### src/hw/rtl/crcfp_pkg.sv
// shared types, constants and crc helpers for the crc16 frame receive parser
// no dependencies
package crcfp_pkg;

  localparam int DefChannels = 4;
  localparam int DefMaxData  = 64;

  localparam logic [7:0]  HdrFirst  = 8'hFE;
  localparam logic [7:0]  HdrSecond = 8'hEF;

  localparam logic [15:0] TimeoutReset = 16'd100;
  localparam logic [15:0] PolyReset    = 16'h8005;
  localparam logic [15:0] InitReset    = 16'hFFFF;
  localparam logic        ReflectReset = 1'b1;
  localparam logic [15:0] XoroutReset  = 16'h0000;

  localparam int CfgIdxW  = 3;
  localparam int CfgDataW = 16;

  typedef enum logic [CfgIdxW-1:0] {
    CFG_TIMEOUT = 3'd0,
    CFG_POLY    = 3'd1,
    CFG_INIT    = 3'd2,
    CFG_REFLECT = 3'd3,
    CFG_XOROUT  = 3'd4
  } cfg_reg_e;

  typedef enum logic [4:0] {
    PH_HUNT  = 5'b00001,
    PH_TYPE  = 5'b00010,
    PH_LEN   = 5'b00100,
    PH_DATA  = 5'b01000,
    PH_CHECK = 5'b10000
  } phase_e;

  typedef struct packed {
    logic       action;
    logic [1:0] channel;
    logic [7:0] rx_byte;
  } in_item_t;

  typedef struct packed {
    logic [1:0] out_channel;
    logic [7:0] msg_type;
    logic [6:0] msg_length;
    logic       has_data;
    logic [7:0] data_byte;
    logic [5:0] byte_index;
    logic       last;
  } out_item_t;

  typedef struct packed {
    logic accept;
    logic emit_start;
    logic rd_en;
    logic load_out;
    logic k_inc;
  } ctl_cmd_t;

  typedef struct packed {
    logic frame_ok;
    logic out_free;
    logic last;
  } dp_sts_t;

  function automatic logic [15:0] rev16(input logic [15:0] v);
    logic [15:0] r;
    for (int i = 0; i < 16; i++) begin
      r[i] = v[15-i];
    end
    return r;
  endfunction

  function automatic logic [15:0] crc_feed(input logic [15:0] crc, input logic [7:0] b,
                                           input logic [15:0] poly, input logic reflect);
    logic [15:0] c;
    logic [15:0] rp;
    c  = crc;
    rp = rev16(poly);
    if (reflect) begin
      c = c ^ {8'h00, b};
      for (int i = 0; i < 8; i++) begin
        c = c[0] ? ((c >> 1) ^ rp) : (c >> 1);
      end
    end else begin
      c = c ^ {b, 8'h00};
      for (int i = 0; i < 8; i++) begin
        c = c[15] ? ((c << 1) ^ poly) : (c << 1);
      end
    end
    return c;
  endfunction

endpackage

### src/hw/rtl/crcfp_stream_if.sv
// valid/ready stream interface carrying one item per handshake
// payload type is set by the instantiating level
interface crcfp_stream_if #(
  parameter type item_t = logic
);
  logic  valid;
  logic  ready;
  item_t data;

  modport source (output valid, output data, input ready);
  modport sink   (input valid, input data, output ready);
endinterface

### src/hw/rtl/crc16_frame_receive_parser_top.sv
// top level of the crc16 frame receive parser: controller plus datapath
// depends on crcfp_pkg, crcfp_stream_if, crcfp_ctl, crcfp_dp
//
// channel  dir  item                                   handshake
// rx_i     in   action, channel, rx_byte               valid/ready
// res_o    out  out_channel .. last, one per data byte valid/ready
// cfg      in   cfg_idx_i, cfg_wdata_i                 cfg_we_i, no wait
//
// a byte or tick is taken every cycle while no frame run is in progress
// a passing frame of n data bytes gives n results (one for an empty frame),
// each from one payload memory read then one result register load
// input stays held off for the whole run; the last result may still wait at the
// output while new items are taken
// reset clears parse state and config at once; payload memory is not cleared
module crc16_frame_receive_parser_top #(
  parameter int CHANNELS = crcfp_pkg::DefChannels,
  parameter int MAX_DATA = crcfp_pkg::DefMaxData
) (
  input  logic                           clk_i,
  input  logic                           rst_ni,
  crcfp_stream_if.sink                   rx_i,
  crcfp_stream_if.source                 res_o,
  input  logic                           cfg_we_i,
  input  logic [crcfp_pkg::CfgIdxW-1:0]  cfg_idx_i,
  input  logic [crcfp_pkg::CfgDataW-1:0] cfg_wdata_i
);
  import crcfp_pkg::*;

  ctl_cmd_t  cmd;
  dp_sts_t   sts;
  logic      rx_ready;
  logic      res_valid;
  out_item_t res_data;

  crcfp_ctl u_ctl (
    .clk_i      (clk_i),
    .rst_ni     (rst_ni),
    .rx_valid_i (rx_i.valid),
    .rx_ready_o (rx_ready),
    .sts_i      (sts),
    .cmd_o      (cmd)
  );

  crcfp_dp #(
    .CHANNELS (CHANNELS),
    .MAX_DATA (MAX_DATA)
  ) u_dp (
    .clk_i       (clk_i),
    .rst_ni      (rst_ni),
    .cfg_we_i    (cfg_we_i),
    .cfg_idx_i   (cfg_idx_i),
    .cfg_wdata_i (cfg_wdata_i),
    .rx_data_i   (rx_i.data),
    .cmd_i       (cmd),
    .sts_o       (sts),
    .res_valid_o (res_valid),
    .res_data_o  (res_data),
    .res_ready_i (res_o.ready)
  );

  assign rx_i.ready  = rx_ready;
  assign res_o.valid = res_valid;
  assign res_o.data  = res_data;

endmodule

### src/hw/rtl/crcfp_ctl.sv
// controller: accepts items and sequences the result run of a passing frame
// depends on crcfp_pkg
module crcfp_ctl (
  input  logic                clk_i,
  input  logic                rst_ni,
  input  logic                rx_valid_i,
  output logic                rx_ready_o,
  input  crcfp_pkg::dp_sts_t  sts_i,
  output crcfp_pkg::ctl_cmd_t cmd_o
);
  import crcfp_pkg::*;

  typedef enum logic [2:0] {
    CS_IDLE = 3'b001,
    CS_READ = 3'b010,
    CS_SHOW = 3'b100
  } ctl_state_e;

  ctl_state_e state_q, state_d;

  always_comb begin
    rx_ready_o       = (state_q == CS_IDLE);
    cmd_o.accept     = rx_valid_i && rx_ready_o;
    cmd_o.emit_start = cmd_o.accept && sts_i.frame_ok;
    cmd_o.rd_en      = (state_q == CS_READ);
    cmd_o.load_out   = (state_q == CS_SHOW) && sts_i.out_free;
    cmd_o.k_inc      = cmd_o.load_out && !sts_i.last;
  end

  always_comb begin
    state_d = state_q;
    case (state_q)
      CS_IDLE: begin
        if (cmd_o.emit_start) state_d = CS_READ;
      end
      CS_READ: begin
        state_d = CS_SHOW;
      end
      CS_SHOW: begin
        if (sts_i.out_free) state_d = sts_i.last ? CS_IDLE : CS_READ;
      end
      default: begin
        state_d = CS_IDLE;
      end
    endcase
  end

  always_ff @(posedge clk_i or negedge rst_ni) begin
    if (!rst_ni) begin
      state_q <= CS_IDLE;
    end else begin
      state_q <= state_d;
    end
  end

endmodule

### src/hw/rtl/crcfp_dp.sv
// datapath: config registers, per-channel parse state, crc, payload memory,
// result register; depends on crcfp_pkg
module crcfp_dp #(
  parameter int CHANNELS = crcfp_pkg::DefChannels,
  parameter int MAX_DATA = crcfp_pkg::DefMaxData
) (
  input  logic                              clk_i,
  input  logic                              rst_ni,
  input  logic                              cfg_we_i,
  input  logic [crcfp_pkg::CfgIdxW-1:0]     cfg_idx_i,
  input  logic [crcfp_pkg::CfgDataW-1:0]    cfg_wdata_i,
  input  crcfp_pkg::in_item_t               rx_data_i,
  input  crcfp_pkg::ctl_cmd_t               cmd_i,
  output crcfp_pkg::dp_sts_t                sts_o,
  output logic                              res_valid_o,
  output crcfp_pkg::out_item_t              res_data_o,
  input  logic                              res_ready_i
);
  import crcfp_pkg::*;

  localparam int ChW   = (CHANNELS > 1) ? $clog2(CHANNELS) : 1;
  localparam int KW    = (MAX_DATA > 1) ? $clog2(MAX_DATA) : 1;
  localparam int Depth = CHANNELS * MAX_DATA;
  localparam int AW    = (Depth > 1) ? $clog2(Depth) : 1;
  localparam logic [AW-1:0] MaxDataA = AW'(MAX_DATA);
  localparam logic [8:0]    MaxData9 = 9'(MAX_DATA);

  // configuration
  logic [15:0] timeout_q, poly_q, init_q, xorout_q;
  logic        reflect_q;

  always_ff @(posedge clk_i or negedge rst_ni) begin
    if (!rst_ni) begin
      timeout_q <= TimeoutReset;
      poly_q    <= PolyReset;
      init_q    <= InitReset;
      reflect_q <= ReflectReset;
      xorout_q  <= XoroutReset;
    end else if (cfg_we_i) begin
      case (cfg_reg_e'(cfg_idx_i))
        CFG_TIMEOUT: timeout_q <= cfg_wdata_i;
        CFG_POLY:    poly_q    <= cfg_wdata_i;
        CFG_INIT:    init_q    <= cfg_wdata_i;
        CFG_REFLECT: reflect_q <= cfg_wdata_i[0];
        CFG_XOROUT:  xorout_q  <= cfg_wdata_i;
        default: ;
      endcase
    end
  end

  // per-channel parse state
  phase_e      phase_q   [CHANNELS];
  logic        matched_q [CHANNELS];
  logic [7:0]  dcount_q  [CHANNELS];
  logic        ccount_q  [CHANNELS];
  logic [7:0]  chigh_q   [CHANNELS];
  logic [7:0]  ftype_q   [CHANNELS];
  logic [7:0]  flen_q    [CHANNELS];
  logic [15:0] crc_q     [CHANNELS];
  logic [15:0] idle_q;

  logic [ChW-1:0] ch_idx;
  logic           is_byte, chan_ok, upd;
  phase_e         ph_cur, phase_d;
  logic           matched_cur, matched_d;
  logic [7:0]     dcount_d, chigh_d, ftype_d, flen_d;
  logic           ccount_d;
  logic [15:0]    crc_d, crc_base;
  logic [7:0]     b;
  logic [8:0]     dcount_inc;
  logic           mem_we;
  logic [AW-1:0]  wr_addr;
  logic           frame_ok;

  always_comb begin
    ch_idx      = ChW'(rx_data_i.channel);
    b           = rx_data_i.rx_byte;
    is_byte     = !rx_data_i.action;
    chan_ok     = (32'(rx_data_i.channel) < CHANNELS);
    upd         = cmd_i.accept && is_byte && chan_ok;
    ph_cur      = phase_q[ch_idx];
    matched_cur = matched_q[ch_idx];
    if (idle_q > timeout_q) begin
      ph_cur      = PH_HUNT;
      matched_cur = 1'b0;
    end
    phase_d    = ph_cur;
    matched_d  = matched_cur;
    dcount_d   = dcount_q[ch_idx];
    ccount_d   = ccount_q[ch_idx];
    chigh_d    = chigh_q[ch_idx];
    ftype_d    = ftype_q[ch_idx];
    flen_d     = flen_q[ch_idx];
    crc_base   = crc_q[ch_idx];
    dcount_inc = 9'(dcount_q[ch_idx]) + 9'd1;
    mem_we     = 1'b0;
    frame_ok   = 1'b0;
    case (ph_cur)
      PH_TYPE: begin
        ftype_d  = b;
        crc_base = reflect_q ? rev16(init_q) : init_q;
        phase_d  = PH_LEN;
      end
      PH_LEN: begin
        flen_d   = b;
        dcount_d = 8'd0;
        ccount_d = 1'b0;
        phase_d  = (b == 8'd0) ? PH_CHECK : PH_DATA;
      end
      PH_DATA: begin
        mem_we   = (9'(dcount_q[ch_idx]) < MaxData9);
        dcount_d = dcount_inc[7:0];
        if (dcount_inc >= 9'(flen_q[ch_idx])) begin
          ccount_d = 1'b0;
          phase_d  = PH_CHECK;
        end
      end
      PH_CHECK: begin
        if (!ccount_q[ch_idx]) begin
          chigh_d  = b;
          ccount_d = 1'b1;
        end else begin
          ccount_d  = 1'b0;
          phase_d   = PH_HUNT;
          matched_d = 1'b0;
          frame_ok  = ({chigh_q[ch_idx], b} == (crc_q[ch_idx] ^ xorout_q)) &&
                      (9'(flen_q[ch_idx]) <= MaxData9);
        end
      end
      default: begin
        phase_d = PH_HUNT;
        if (b == (matched_cur ? HdrSecond : HdrFirst)) begin
          if (matched_cur) begin
            matched_d = 1'b0;
            phase_d   = PH_TYPE;
          end else begin
            matched_d = 1'b1;
          end
        end else begin
          matched_d = 1'b0;
        end
      end
    endcase
    crc_d = crc_base;
    if (ph_cur == PH_TYPE || ph_cur == PH_LEN || ph_cur == PH_DATA) begin
      crc_d = crc_feed(crc_base, b, poly_q, reflect_q);
    end
    wr_addr = AW'(ch_idx) * MaxDataA + AW'(dcount_q[ch_idx]);
  end

  always_ff @(posedge clk_i or negedge rst_ni) begin
    if (!rst_ni) begin
      for (int i = 0; i < CHANNELS; i++) begin
        phase_q[i]   <= PH_HUNT;
        matched_q[i] <= 1'b0;
        dcount_q[i]  <= 8'd0;
        ccount_q[i]  <= 1'b0;
        chigh_q[i]   <= 8'd0;
        ftype_q[i]   <= 8'd0;
        flen_q[i]    <= 8'd0;
        crc_q[i]     <= 16'd0;
      end
      idle_q <= 16'hFFFF;
    end else if (cmd_i.accept) begin
      if (!is_byte) begin
        if (idle_q != 16'hFFFF) idle_q <= idle_q + 16'd1;
      end else if (chan_ok) begin
        idle_q            <= 16'd0;
        phase_q[ch_idx]   <= phase_d;
        matched_q[ch_idx] <= matched_d;
        dcount_q[ch_idx]  <= dcount_d;
        ccount_q[ch_idx]  <= ccount_d;
        chigh_q[ch_idx]   <= chigh_d;
        ftype_q[ch_idx]   <= ftype_d;
        flen_q[ch_idx]    <= flen_d;
        crc_q[ch_idx]     <= crc_d;
      end
    end
  end

  // payload memory
  logic [7:0]    mem [Depth];
  logic [7:0]    rd_data_q;
  logic [AW-1:0] rd_addr;

  always_ff @(posedge clk_i) begin
    if (upd && mem_we) mem[wr_addr] <= b;
  end

  always_ff @(posedge clk_i) begin
    if (cmd_i.rd_en) rd_data_q <= mem[rd_addr];
  end

  // frame run
  logic [1:0]    em_ch_q;
  logic [ChW-1:0] em_idx_q;
  logic [7:0]    em_type_q, em_len_q;
  logic [KW-1:0] k_q;
  logic          em_last;

  always_ff @(posedge clk_i or negedge rst_ni) begin
    if (!rst_ni) begin
      k_q <= '0;
    end else if (cmd_i.emit_start) begin
      k_q <= '0;
    end else if (cmd_i.k_inc) begin
      k_q <= k_q + KW'(1);
    end
  end

  always_ff @(posedge clk_i) begin
    if (cmd_i.emit_start) begin
      em_ch_q   <= rx_data_i.channel;
      em_idx_q  <= ch_idx;
      em_type_q <= ftype_q[ch_idx];
      em_len_q  <= flen_q[ch_idx];
    end
  end

  assign rd_addr = AW'(em_idx_q) * MaxDataA + AW'(k_q);
  assign em_last = (em_len_q == 8'd0) || ((9'(k_q) + 9'd1) == 9'(em_len_q));

  // result register
  logic      res_valid_q;
  out_item_t res_q;

  always_ff @(posedge clk_i or negedge rst_ni) begin
    if (!rst_ni) begin
      res_valid_q <= 1'b0;
    end else if (cmd_i.load_out) begin
      res_valid_q <= 1'b1;
    end else if (res_ready_i) begin
      res_valid_q <= 1'b0;
    end
  end

  always_ff @(posedge clk_i) begin
    if (cmd_i.load_out) begin
      res_q.out_channel <= em_ch_q;
      res_q.msg_type    <= em_type_q;
      res_q.msg_length  <= em_len_q[6:0];
      res_q.has_data    <= (em_len_q != 8'd0);
      res_q.data_byte   <= (em_len_q != 8'd0) ? rd_data_q : 8'd0;
      res_q.byte_index  <= (em_len_q != 8'd0) ? 6'(k_q) : 6'd0;
      res_q.last        <= em_last;
    end
  end

  assign res_valid_o    = res_valid_q;
  assign res_data_o     = res_q;
  assign sts_o.frame_ok = upd && frame_ok;
  assign sts_o.out_free = !res_valid_q || res_ready_i;
  assign sts_o.last     = em_last;

endmodule

### src/flat_wrapper.sv
// flat-port wrapper written by rule: the top's interface ports become plain ports
module crc16_frame_receive_parser_top_flat import crcfp_pkg::*;
#(
  parameter int CHANNELS = crcfp_pkg::DefChannels,
  parameter int MAX_DATA = crcfp_pkg::DefMaxData
)
  (clk_i, rst_ni, cfg_we_i, cfg_idx_i, cfg_wdata_i, rx_i_valid, rx_i_data, rx_i_ready, res_o_valid, res_o_data, res_o_ready);
  crcfp_stream_if #(.item_t(in_item_t)) rx_i_i ();
  crcfp_stream_if #(.item_t(out_item_t)) res_o_i ();
  input  logic clk_i;
  input  logic rst_ni;
  input  logic cfg_we_i;
  input  logic [crcfp_pkg::CfgIdxW-1:0] cfg_idx_i;
  input  logic [crcfp_pkg::CfgDataW-1:0] cfg_wdata_i;
  input wire logic [$bits(rx_i_i.valid)-1:0] rx_i_valid;
  input wire logic [$bits(rx_i_i.data)-1:0] rx_i_data;
  output wire logic [$bits(rx_i_i.ready)-1:0] rx_i_ready;
  output wire logic [$bits(res_o_i.valid)-1:0] res_o_valid;
  output wire logic [$bits(res_o_i.data)-1:0] res_o_data;
  input wire logic [$bits(res_o_i.ready)-1:0] res_o_ready;
  assign rx_i_i.valid = rx_i_valid;
  assign rx_i_i.data = rx_i_data;
  assign rx_i_ready = rx_i_i.ready;
  assign res_o_valid = res_o_i.valid;
  assign res_o_data = res_o_i.data;
  assign res_o_i.ready = res_o_ready;
  crc16_frame_receive_parser_top #(.CHANNELS(CHANNELS), .MAX_DATA(MAX_DATA)) u_core (.clk_i(clk_i), .rst_ni(rst_ni), .rx_i(rx_i_i), .res_o(res_o_i), .cfg_we_i(cfg_we_i), .cfg_idx_i(cfg_idx_i), .cfg_wdata_i(cfg_wdata_i));
endmodule
### config.mk
export PLATFORM = sky130hd
export DESIGN_NAME = crc16_frame_receive_parser_top_flat
export DESIGN_NICKNAME = d
export VERILOG_FILES = /design/src/hw/rtl/crcfp_pkg.sv /design/src/hw/rtl/crcfp_stream_if.sv /design/src/hw/rtl/crc16_frame_receive_parser_top.sv /design/src/hw/rtl/crcfp_ctl.sv /design/src/hw/rtl/crcfp_dp.sv /design/src/flat_wrapper.sv
export SDC_FILE = /design/constraint.sdc
export NUM_CORES = 2
export LEC_CHECK = 0
export BUFFER_PORTS_ARGS = -buffer_cell sky130_fd_sc_hd__buf_2
export CORE_MARGIN = 2
export CORE_UTILIZATION = 60
export CTS_CLUSTER_SIZE = 12
export DETAILED_ROUTE_END_ITERATION = 10
export PLACE_DENSITY = 0.82
export SETUP_SLACK_MARGIN = 0.2
export SLEW_MARGIN = 30
export SYNTH_ARGS = -nofsm -noshare
export SYNTH_HDL_FRONTEND = slang
export SYNTH_SLANG_ARGS = --single-unit
### constraint.sdc
create_clock -name clk_i -period 8.7 [get_ports clk_i]
set_input_delay 1.305 -clock clk_i [delete_from_list [all_inputs] [get_ports clk_i]]
set_output_delay 1.305 -clock clk_i [all_outputs]
set_load 0.01 [all_outputs]
# Yosys cells after proc, flatten, opt, wreduce, memory -nomap -nowiden
# Memories as Yosys holds them, arrays and structs flattened. A register that Yosys moved wholly into a read port is not among the register bits.
# Index checks and enable logic that the tools add are counted.
[totals]
ff_bits = 362
input_bits = 35
latchBits = 0
ram_bits = 2048
rom_bits = 0
memories = 1
[memory_table]
columns = ["memory", "depth", "width", "read_ports", "rd_ports_with_merged_regs", "wr", "line_no", "source"]
rows = [
  ["u_core.u_dp.mem", 256, 8, 1, 1, 1, "crcfp_dp.sv:182", "logic [7:0] mem [Depth];"],
]
[classes]
bitwise_logic = 21
n_mux = 96
multipliers = 0
n_div = 0
eq_ne = 18
shift = 0
reduce_logical = 31
addsub = 6
magnitude_cmp = 6
[ops]
columns = ["cell", "n"]
rows = [
  ["$mux W16", 25],
  ["$xor A16 B16 Y16", 10],
  ["$bwmux W32", 4],
  ["$xor A15 B16 Y16", 8],
  ["$mux W8", 13],
  ["$bmux W8 S2", 4],
  ["$bwmux W64", 1],
  ["$mux W5", 8],
  ["$bmux W16 S2", 1],
  ["$demux W16 S2", 1],
  ["$bwmux W20", 1],
  ["$pmux W5 S4", 1],
  ["$mux W1", 18],
  ["$add A16 B1 Y16 const B", 1],
  ["$demux W8 S2", 1],
  ["$eq A16 B16 Y1", 1],
  ["$gt A16 B16 Y1", 1],
  ["$logic_not A8 Y1", 2],
  ["$ne A16 B16 Y1 const B", 1],
  ["$pmux W8 S2", 1],
  ["$reduce_and A2 Y1", 8],
  ["$xor A16 B8 Y16", 1],
  ["$mux W6", 2],
  ["$bmux W5 S2", 1],
  ["39 further kinds", 63],
]

# Logic depth before layout (Yosys ltp)
[logic_depth]
ltp_word = 27
ltp_mapped = 27
depth_no_buf = 21

# Modules after synthesis
# Synthesis repeated with hierarchy kept, for this count alone.
[unflattened]
cells_unflattened = 5863
area_unflattened_um2 = 102743.5
[by_module_without_submodules]
columns = ["module", "area_each_um2", "cells_each", "seq_area_each_um2", "n_inst"]
rows = [
  ["crcfp_dp", 102543.3, 5841, 71031.9, 1],
  ["crcfp_ctl", 200.2, 22, 76.3, 1],
]

# Least setup slack after synthesis
# Ideal clock, no wire load.
[synth_path]
kind = "input -> register"
startpoint = "in rx_i_data[8]"
endpoint = "reg u_core.u_dp.crc_q[0] (netlist bit)"
required_ns = 8.570
arrival_ns = 6.205
cell_stages = 21
setup_slack_ns = 2.365
setup_ns = 0.130
path_cell_list = "buf_6 -> mux4_2 -> a211oi_2 -> a31oi_2 -> buf_4 -> a211o_1 -> a31oi_1 -> a32oi_1 -> or3_4 -> and2_1 -> buf_6 -> a31o_4 -> nor4_2 -> nor2_2 -> xnor3_1 -> or4_1 -> o211ai_2 -> o21ai_0 -> xnor2_1 -> a211oi_2 -> o21ai_1"
[synth_via]
elab_chain_cells = 27
elab_cells_between_ends = 55
cone_classes = "order compare: 2; eq/ne: 3; mux: 29; bitwise: 18; reduce/logical: 3"
[synth_rtl]
columns = ["element", "line_no", "source"]
rows = [
  ["start: declaration", "flat_wrapper.sv:16", "input wire logic [$bits(rx_i_i.data)-1:0] rx_i_data;"],
  ["$not A2 Y3 (implied by the code) *", "crcfp_dp.sv:81, crcfp_dp.sv:94, crcfp_dp.sv:176", ""],
  ["$bmux W5 S2", "crcfp_dp.sv:81", "ph_cur = phase_q[ch_idx];"],
  ["$mux W5 (implied by the code) (2 in a row)", "crcfp_dp.sv:81", ""],
  ["$mux W5", "crcfp_dp.sv:83", "if (idle_q > timeout_q) begin"],
  ["$eq A5 B2 Y1", "crcfp_dp.sv:98, crcfp_dp.sv:145", ""],
  ["$mux W16", "crcfp_dp.sv:98", "case (ph_cur)"],
  ["$xor A16 B8 Y16", "crcfp_pkg.sv:81", "c = c ^ {8'h00, b};"],
  ["$xor A15 B16 Y16", "crcfp_pkg.sv:83", "c = c[0] ? ((c >> 1) ^ rp) : (c >> 1);"],
  ["[10 not listed]", "-", ""],
  ["$mux W16", "crcfp_pkg.sv:83", ""],
  ["$xor A15 B16 Y16", "crcfp_pkg.sv:83", ""],
  ["$mux W16", "crcfp_pkg.sv:83", ""],
  ["$xor A15 B16 Y16", "crcfp_pkg.sv:83", ""],
  ["$mux W16", "crcfp_pkg.sv:83", ""],
  ["$mux W16", "crcfp_pkg.sv:80", "if (reflect) begin"],
  ["$mux W16", "crcfp_dp.sv:145", "if (ph_cur == PH_TYPE || ph_cur == PH_LEN || ph_cur == PH_DATA) begin"],
  ["$bwmux W64 *", "crcfp_dp.sv:176", "crc_q[ch_idx] <= crc_d;"],
  ["end signal: indexed assignment", "crcfp_dp.sv:176", ""],
  ["end: declaration", "crcfp_dp.sv:59", "logic [15:0] crc_q [CHANNELS];"],
]
# Mark *: on every way between the ends. The rest lies on a longest branch, timed or not. The select of a mux whose other input is x is not followed.
# A chain may end at the register's enable or synchronous reset.

# Final worst setup path
[layout_path]
startpoint = "reg u_core.u_dp.idle_q[15]"
endpoint = "reg u_core.u_dp.crc_q[30] (netlist bit)"
[layout_via]
elab_chain_cells = 24
elab_cells_between_ends = 45
cone_classes = "order compare: 1; eq/ne: 3; mux: 21; bitwise: 18; reduce/logical: 2"
[layout_rtl]
columns = ["element", "line_no", "source"]
rows = [
  ["start: declaration", "crcfp_dp.sv:60", "logic [15:0] idle_q;"],
  ["start signal: assignment", "crcfp_dp.sv:166", "if (idle_q != 16'hFFFF) idle_q <= idle_q + 16'd1;"],
  ["$gt A16 B16 Y1 *", "crcfp_dp.sv:83", ""],
  ["$mux W5 *", "crcfp_dp.sv:83", ""],
  ["$eq A5 B2 Y1", "crcfp_dp.sv:98, crcfp_dp.sv:145", ""],
  ["$mux W16", "crcfp_dp.sv:98", ""],
  ["$xor A16 B16 Y16", "crcfp_pkg.sv:86", "c = c ^ {b, 8'h00};"],
  ["$xor A16 B16 Y16", "crcfp_pkg.sv:88", "c = c[15] ? ((c << 1) ^ poly) : (c << 1);"],
  ["$mux W16", "crcfp_pkg.sv:88", ""],
  ["$xor A16 B16 Y16", "crcfp_pkg.sv:88", ""],
  ["[8 not listed]", "-", ""],
  ["$mux W16", "crcfp_pkg.sv:88", ""],
  ["$xor A16 B16 Y16", "crcfp_pkg.sv:88", ""],
  ["$mux W16", "crcfp_pkg.sv:88", ""],
  ["$xor A16 B16 Y16", "crcfp_pkg.sv:88", ""],
  ["$mux W16", "crcfp_pkg.sv:88", ""],
  ["$mux W16", "crcfp_pkg.sv:80", ""],
  ["$mux W16 *", "crcfp_dp.sv:145", ""],
  ["$bwmux W64 *", "crcfp_dp.sv:176", ""],
]
# Mark *: on every way between the ends. The rest lies on a longest branch, timed or not.

==> metrics.md <==
| Metric | Value |
|---|---|
| Top_reg_cell synth | edfxtp_1 |
| Clock sink count | 2418 |
| Pwr Density | 231 nW/µm² |
| F_max | 131 MHz |
| Cells after Synth | 6717 |
| Worst path arrival time | 8.29 ns |
| Hold path depth | 0 |
| Register area share after synthesis | 68.6% |
| Routed Wire Length | 296 mm |
| Syn Nets | 6783 |
| GRT Total Usage | 33.6% |
| DR WL/cell | 32.5 µm |
| CTS resizes | 0 |
| Crit end category | flip-flop |
| Initial Utilization | 60.4% |
| Hold Path Class | flip-flop to flip-flop |
| Crit Reg-Reg Endpoint | u_core.u_dp.crc_q[30]$_DFFE_PN0P_ |
| Leak | 39.8 nW |
| Async set-or-reset flop fraction in the synthesized netlist | 12.9% |
| Synthesized cell area | 104000 µm² |
| DRC | 0 |
| CTS H-tree lvls | 4 |
| Syn Area/Cell | 15.4 µm² |
| Clock skew | 0.0794 ns |
| Clk slew on worst S/H paths | 0.06 ns |
| Die width | 420 µm |
| R2R depth | 21 |
| Worst-Skew Late Latency | 0.87 ns |
| Die height | 420 µm |
| Warnings from Yosys | 0 |
| CTS buffer count | 227 |
| Number of antenna violations at the first check in global routing | 13 |
| Vias per cell | 7.13 |
| Area delta synth->final | 9.14% |
| Layout cells sized above 1 | 15.1% |
| GPL Wtd Cong | 1.01 |
| Setup repair after global routing missed its margin | no |
| Worst hold start | u_core.u_dp.em_type_q[3]$_DFFE_PP_ |
| Maximum vdd drop | 0.223 mV |
| Core box area | 172000 µm² |
| Drt first pass iters | 10 |
| Setup_tns | 0 ns |
| GRT overflow | 0 |
| Total number of vias | 65100 |
| Root buffer cell | clkbuf_16 |
| Final clock period utilization by the worst path | 87.5% |
| Post-DP HPWL | 177 mm |
| Io pins | 70 |
| Tot Pwr | 26.1 mW |
| Layout Nets | 6771 |
| Final setup violation count | 0 |
| Number of max-slew violations in the final report | 0 |
| DR iter-0 viols | 10400 |
| Rows | 152 |
| Hold EP | u_core.u_dp.res_data_o[26]$_DFFE_PP_ |
| CTS tree | done |
| Crit path required time | 9.38 ns |
| First-pass GRT wire length | 431 mm |
| #FFs+latches synth | 2418 |
| Vias in the first global route | 63900 |
| Outcome | complete, no violations |
| Crit-path max FO | 18 |
| Startpoint types | flip-flop |
| Antenna Violating Nets Remaining | 0 |
| Hold Buf Count CTS | 0 |
| Fill count | 10900 |
| Max Buffers Root-to-Sink | 3 |
| Largest net degree at the start of global routing | 169 |
| R2R Path Start | u_core.u_dp.idle_q[15]$_DFFE_PN1P_ |
| Crit Path Category | flip-flop to flip-flop |
| Final critical-path required period | 7.61 ns |
| Full die area | 176000 µm² |
| Synth cell types | 99 |
| Post-synth EDFFs | 2107 |
| Hold Fails Final Rpt | 0 |
| Port bufs | 69 |
| Worst R2R Setup Slack | 1.09 ns |
| Relative slew slack | 25.2% |
| Postcts setup bufs | 0 |
| Slew @ Worst Pin | 1.12 ns |
| Max-capacitance violation count | 0 |
-- registers in the layout (all words and copies together) (netlist names), 20 cells and up --
| signal | flops |
|---|---|
| u_core.u_dp.mem | 2048 |
| u_core.u_dp.crc_q | 64 |
| u_core.u_dp.res_data_o | 33 |
| u_core.u_dp.chigh_q | 32 |
| u_core.u_dp.dcount_q | 32 |
| u_core.u_dp.flen_q | 32 |
| u_core.u_dp.ftype_q | 32 |
| u_core.u_dp.phase_q | 20 |
-- cell usage in the layout, fill, tap and decap left out, types with 30 or more instances in the layout --
cell type,n
nand2_1,477
nor2_1,461
mux2i_1,506
nor3_1,78
a211oi_1,68
a21oi_1,329
o21ai_1,36
nand3_1,77
clkbuf_1,56
dfstp_2,44
xnor2_1,139
buf_4,140
inv_1,46
o221ai_1,238
xor2_1,45
o22ai_1,151
clkbuf_16,228
dfrtp_1,262
mux2_2,47
ha_1,31
edfxtp_1,2107
o21ai_0,281
and2_1,30
mux4_2,359
buf_2,58
-- critical path, cell delays in order (launching register included) --
cell,delay [ns]
dfstp_2,0.56
ha_1,0.18
nand4_1,0.23
nor4_2,0.58
o21ai_1,0.24
a31oi_2,0.82
o21ai_2,0.17
nand3_1,0.26
nand2_2,0.29
a221oi_1,0.48
a211o_1,0.49
a31oi_1,0.21
a31oi_1,0.39
nor2_2,0.07
buf_4,0.21
xnor3_1,0.42
or4_1,0.50
o211ai_2,0.37
o21ai_0,0.25
xor2_1,0.21
o22ai_1,0.36
o31ai_1,0.11
-- layout make-up --
type / instances / area, µm² / share of cell area (%)
multi-input combinational: 3781 / 30700 / 27.2
inverter: 52 / 200 / 0.177
timing repair buffer: 225 / 1790 / 1.58
antenna: 14 / 35.0 / 0.0310
clock buffer: 289 / 5980 / 5.29
clock inverter: 35 / 417 / 0.368
tap: 2310 / 2890 / 2.55
sequential: 2418 / 71100 / 62.8
-- worst max-delay path by stage --
stage / from / end / slack [ns] / cells after the start
finish: u_core.u_dp.idle_q[15]$_DFFE_PN1P_ / u_core.u_dp.crc_q[30]$_DFFE_PN0P_ / 1.09 / 21
global route: u_core.u_dp.idle_q[15]$_DFFE_PN1P_ / u_core.u_dp.crc_q[30]$_DFFE_PN0P_ / 0.54 / 21
CTS: u_core.u_dp.idle_q[15]$_DFFE_PN1P_ / u_core.u_dp.crc_q[14]$_DFFE_PN0P_ / 1.28 / 21
detailed placement: rx_i_data[9] / u_core.u_dp.crc_q[14]$_DFFE_PN0P_ / 0.89 / 20
global placement: rx_i_data[9] / u_core.u_dp.crc_q[0]$_DFFE_PN0P_ / 0.88 / 20
floorplan: rx_i_data[8] / u_core.u_dp.crc_q[0]$_DFFE_PN0P_ / 2.36 / 21
-- logic make-up after synthesis --
logic type	count (synthesis)	share of synthesized area [%]
buf+inv	518	1.94
mux	912	13.2
simple gates	1288	5.39
flops	2418	68.6
compound gates	1344	8.54
fa+ha+maj	31	0.374
xor+xnor	206	1.99
-- metrics by stage --
stage / hold slack [ns] / cells / worst slack, ns / instance area [µm²] / util, %
after floorplan: 0.400 / 6717 / 2.36 / 104000 / -
after global placement: 0.417 / 8782 / 0.877 / 107000 / 62.1
after detailed placement: 0.407 / 8783 / 0.887 / 107000 / 62.1
after CTS: 0.435 / 9107 / 1.28 / 113000 / 65.8
after global routing: 0.440 / 9111 / 0.539 / 113000 / 65.9
final: 0.431 / 9124 / 1.09 / 113000 / 65.9
-- cell usage after synthesis (all sizes together), types with 14 or more instances --
| cell type | n | share of area, % |
|---|---|---|
| a211o | 17 | 0.14 |
| a211oi | 73 | 0.55 |
| a21oi | 332 | 1.6 |
| a31oi | 29 | 0.18 |
| a32oi | 22 | 0.19 |
| and2 | 32 | 0.19 |
| and3 | 16 | 0.097 |
| buf | 124 | 0.52 |
| clkbuf | 342 | 1.2 |
| dfrtp | 267 | 6.4 |
| dfstp | 44 | 1.1 |
| edfxtp | 2107 | 61 |
| ha | 31 | 0.37 |
| inv | 49 | 0.18 |
| mux2 | 47 | 0.51 |
| mux2i | 506 | 4.9 |
| mux4 | 359 | 7.8 |
| nand2 | 485 | 1.8 |
| nand2b | 16 | 0.097 |
| nand3 | 83 | 0.43 |
| nand4 | 27 | 0.16 |
| nor2 | 470 | 1.7 |
| nor2b | 15 | 0.090 |
| nor3 | 84 | 0.42 |
| o211ai | 23 | 0.20 |
| o21ai | 320 | 1.6 |
| o221ai | 238 | 2.0 |
| o22ai | 151 | 0.91 |
| o31ai | 16 | 0.13 |
| or3 | 14 | 0.089 |
| xnor2 | 146 | 1.3 |
| xor2 | 45 | 0.38 |
-- routing by layer --
| layer | share of wire, % | up-vias | GRT usage, % |
|---|---|---|---|
| met5 | 0.019 | - | 0 |
| met4 | 5.9 | 10 | 17.8 |
| met3 | 13 | 1084 | 8.35 |
| met2 | 47 | 5202 | 51.9 |
| met1 | 35 | 32400 | 44.6 |
| li1 | - | 26400 | - |
-- where the power goes --
part / internal, mW / switching, mW
combinational: 1.51 / 2.72
clock: 4.86 / 4.13
sequential: 12.8 / 0.116
(Power assumes the default switching activity.)
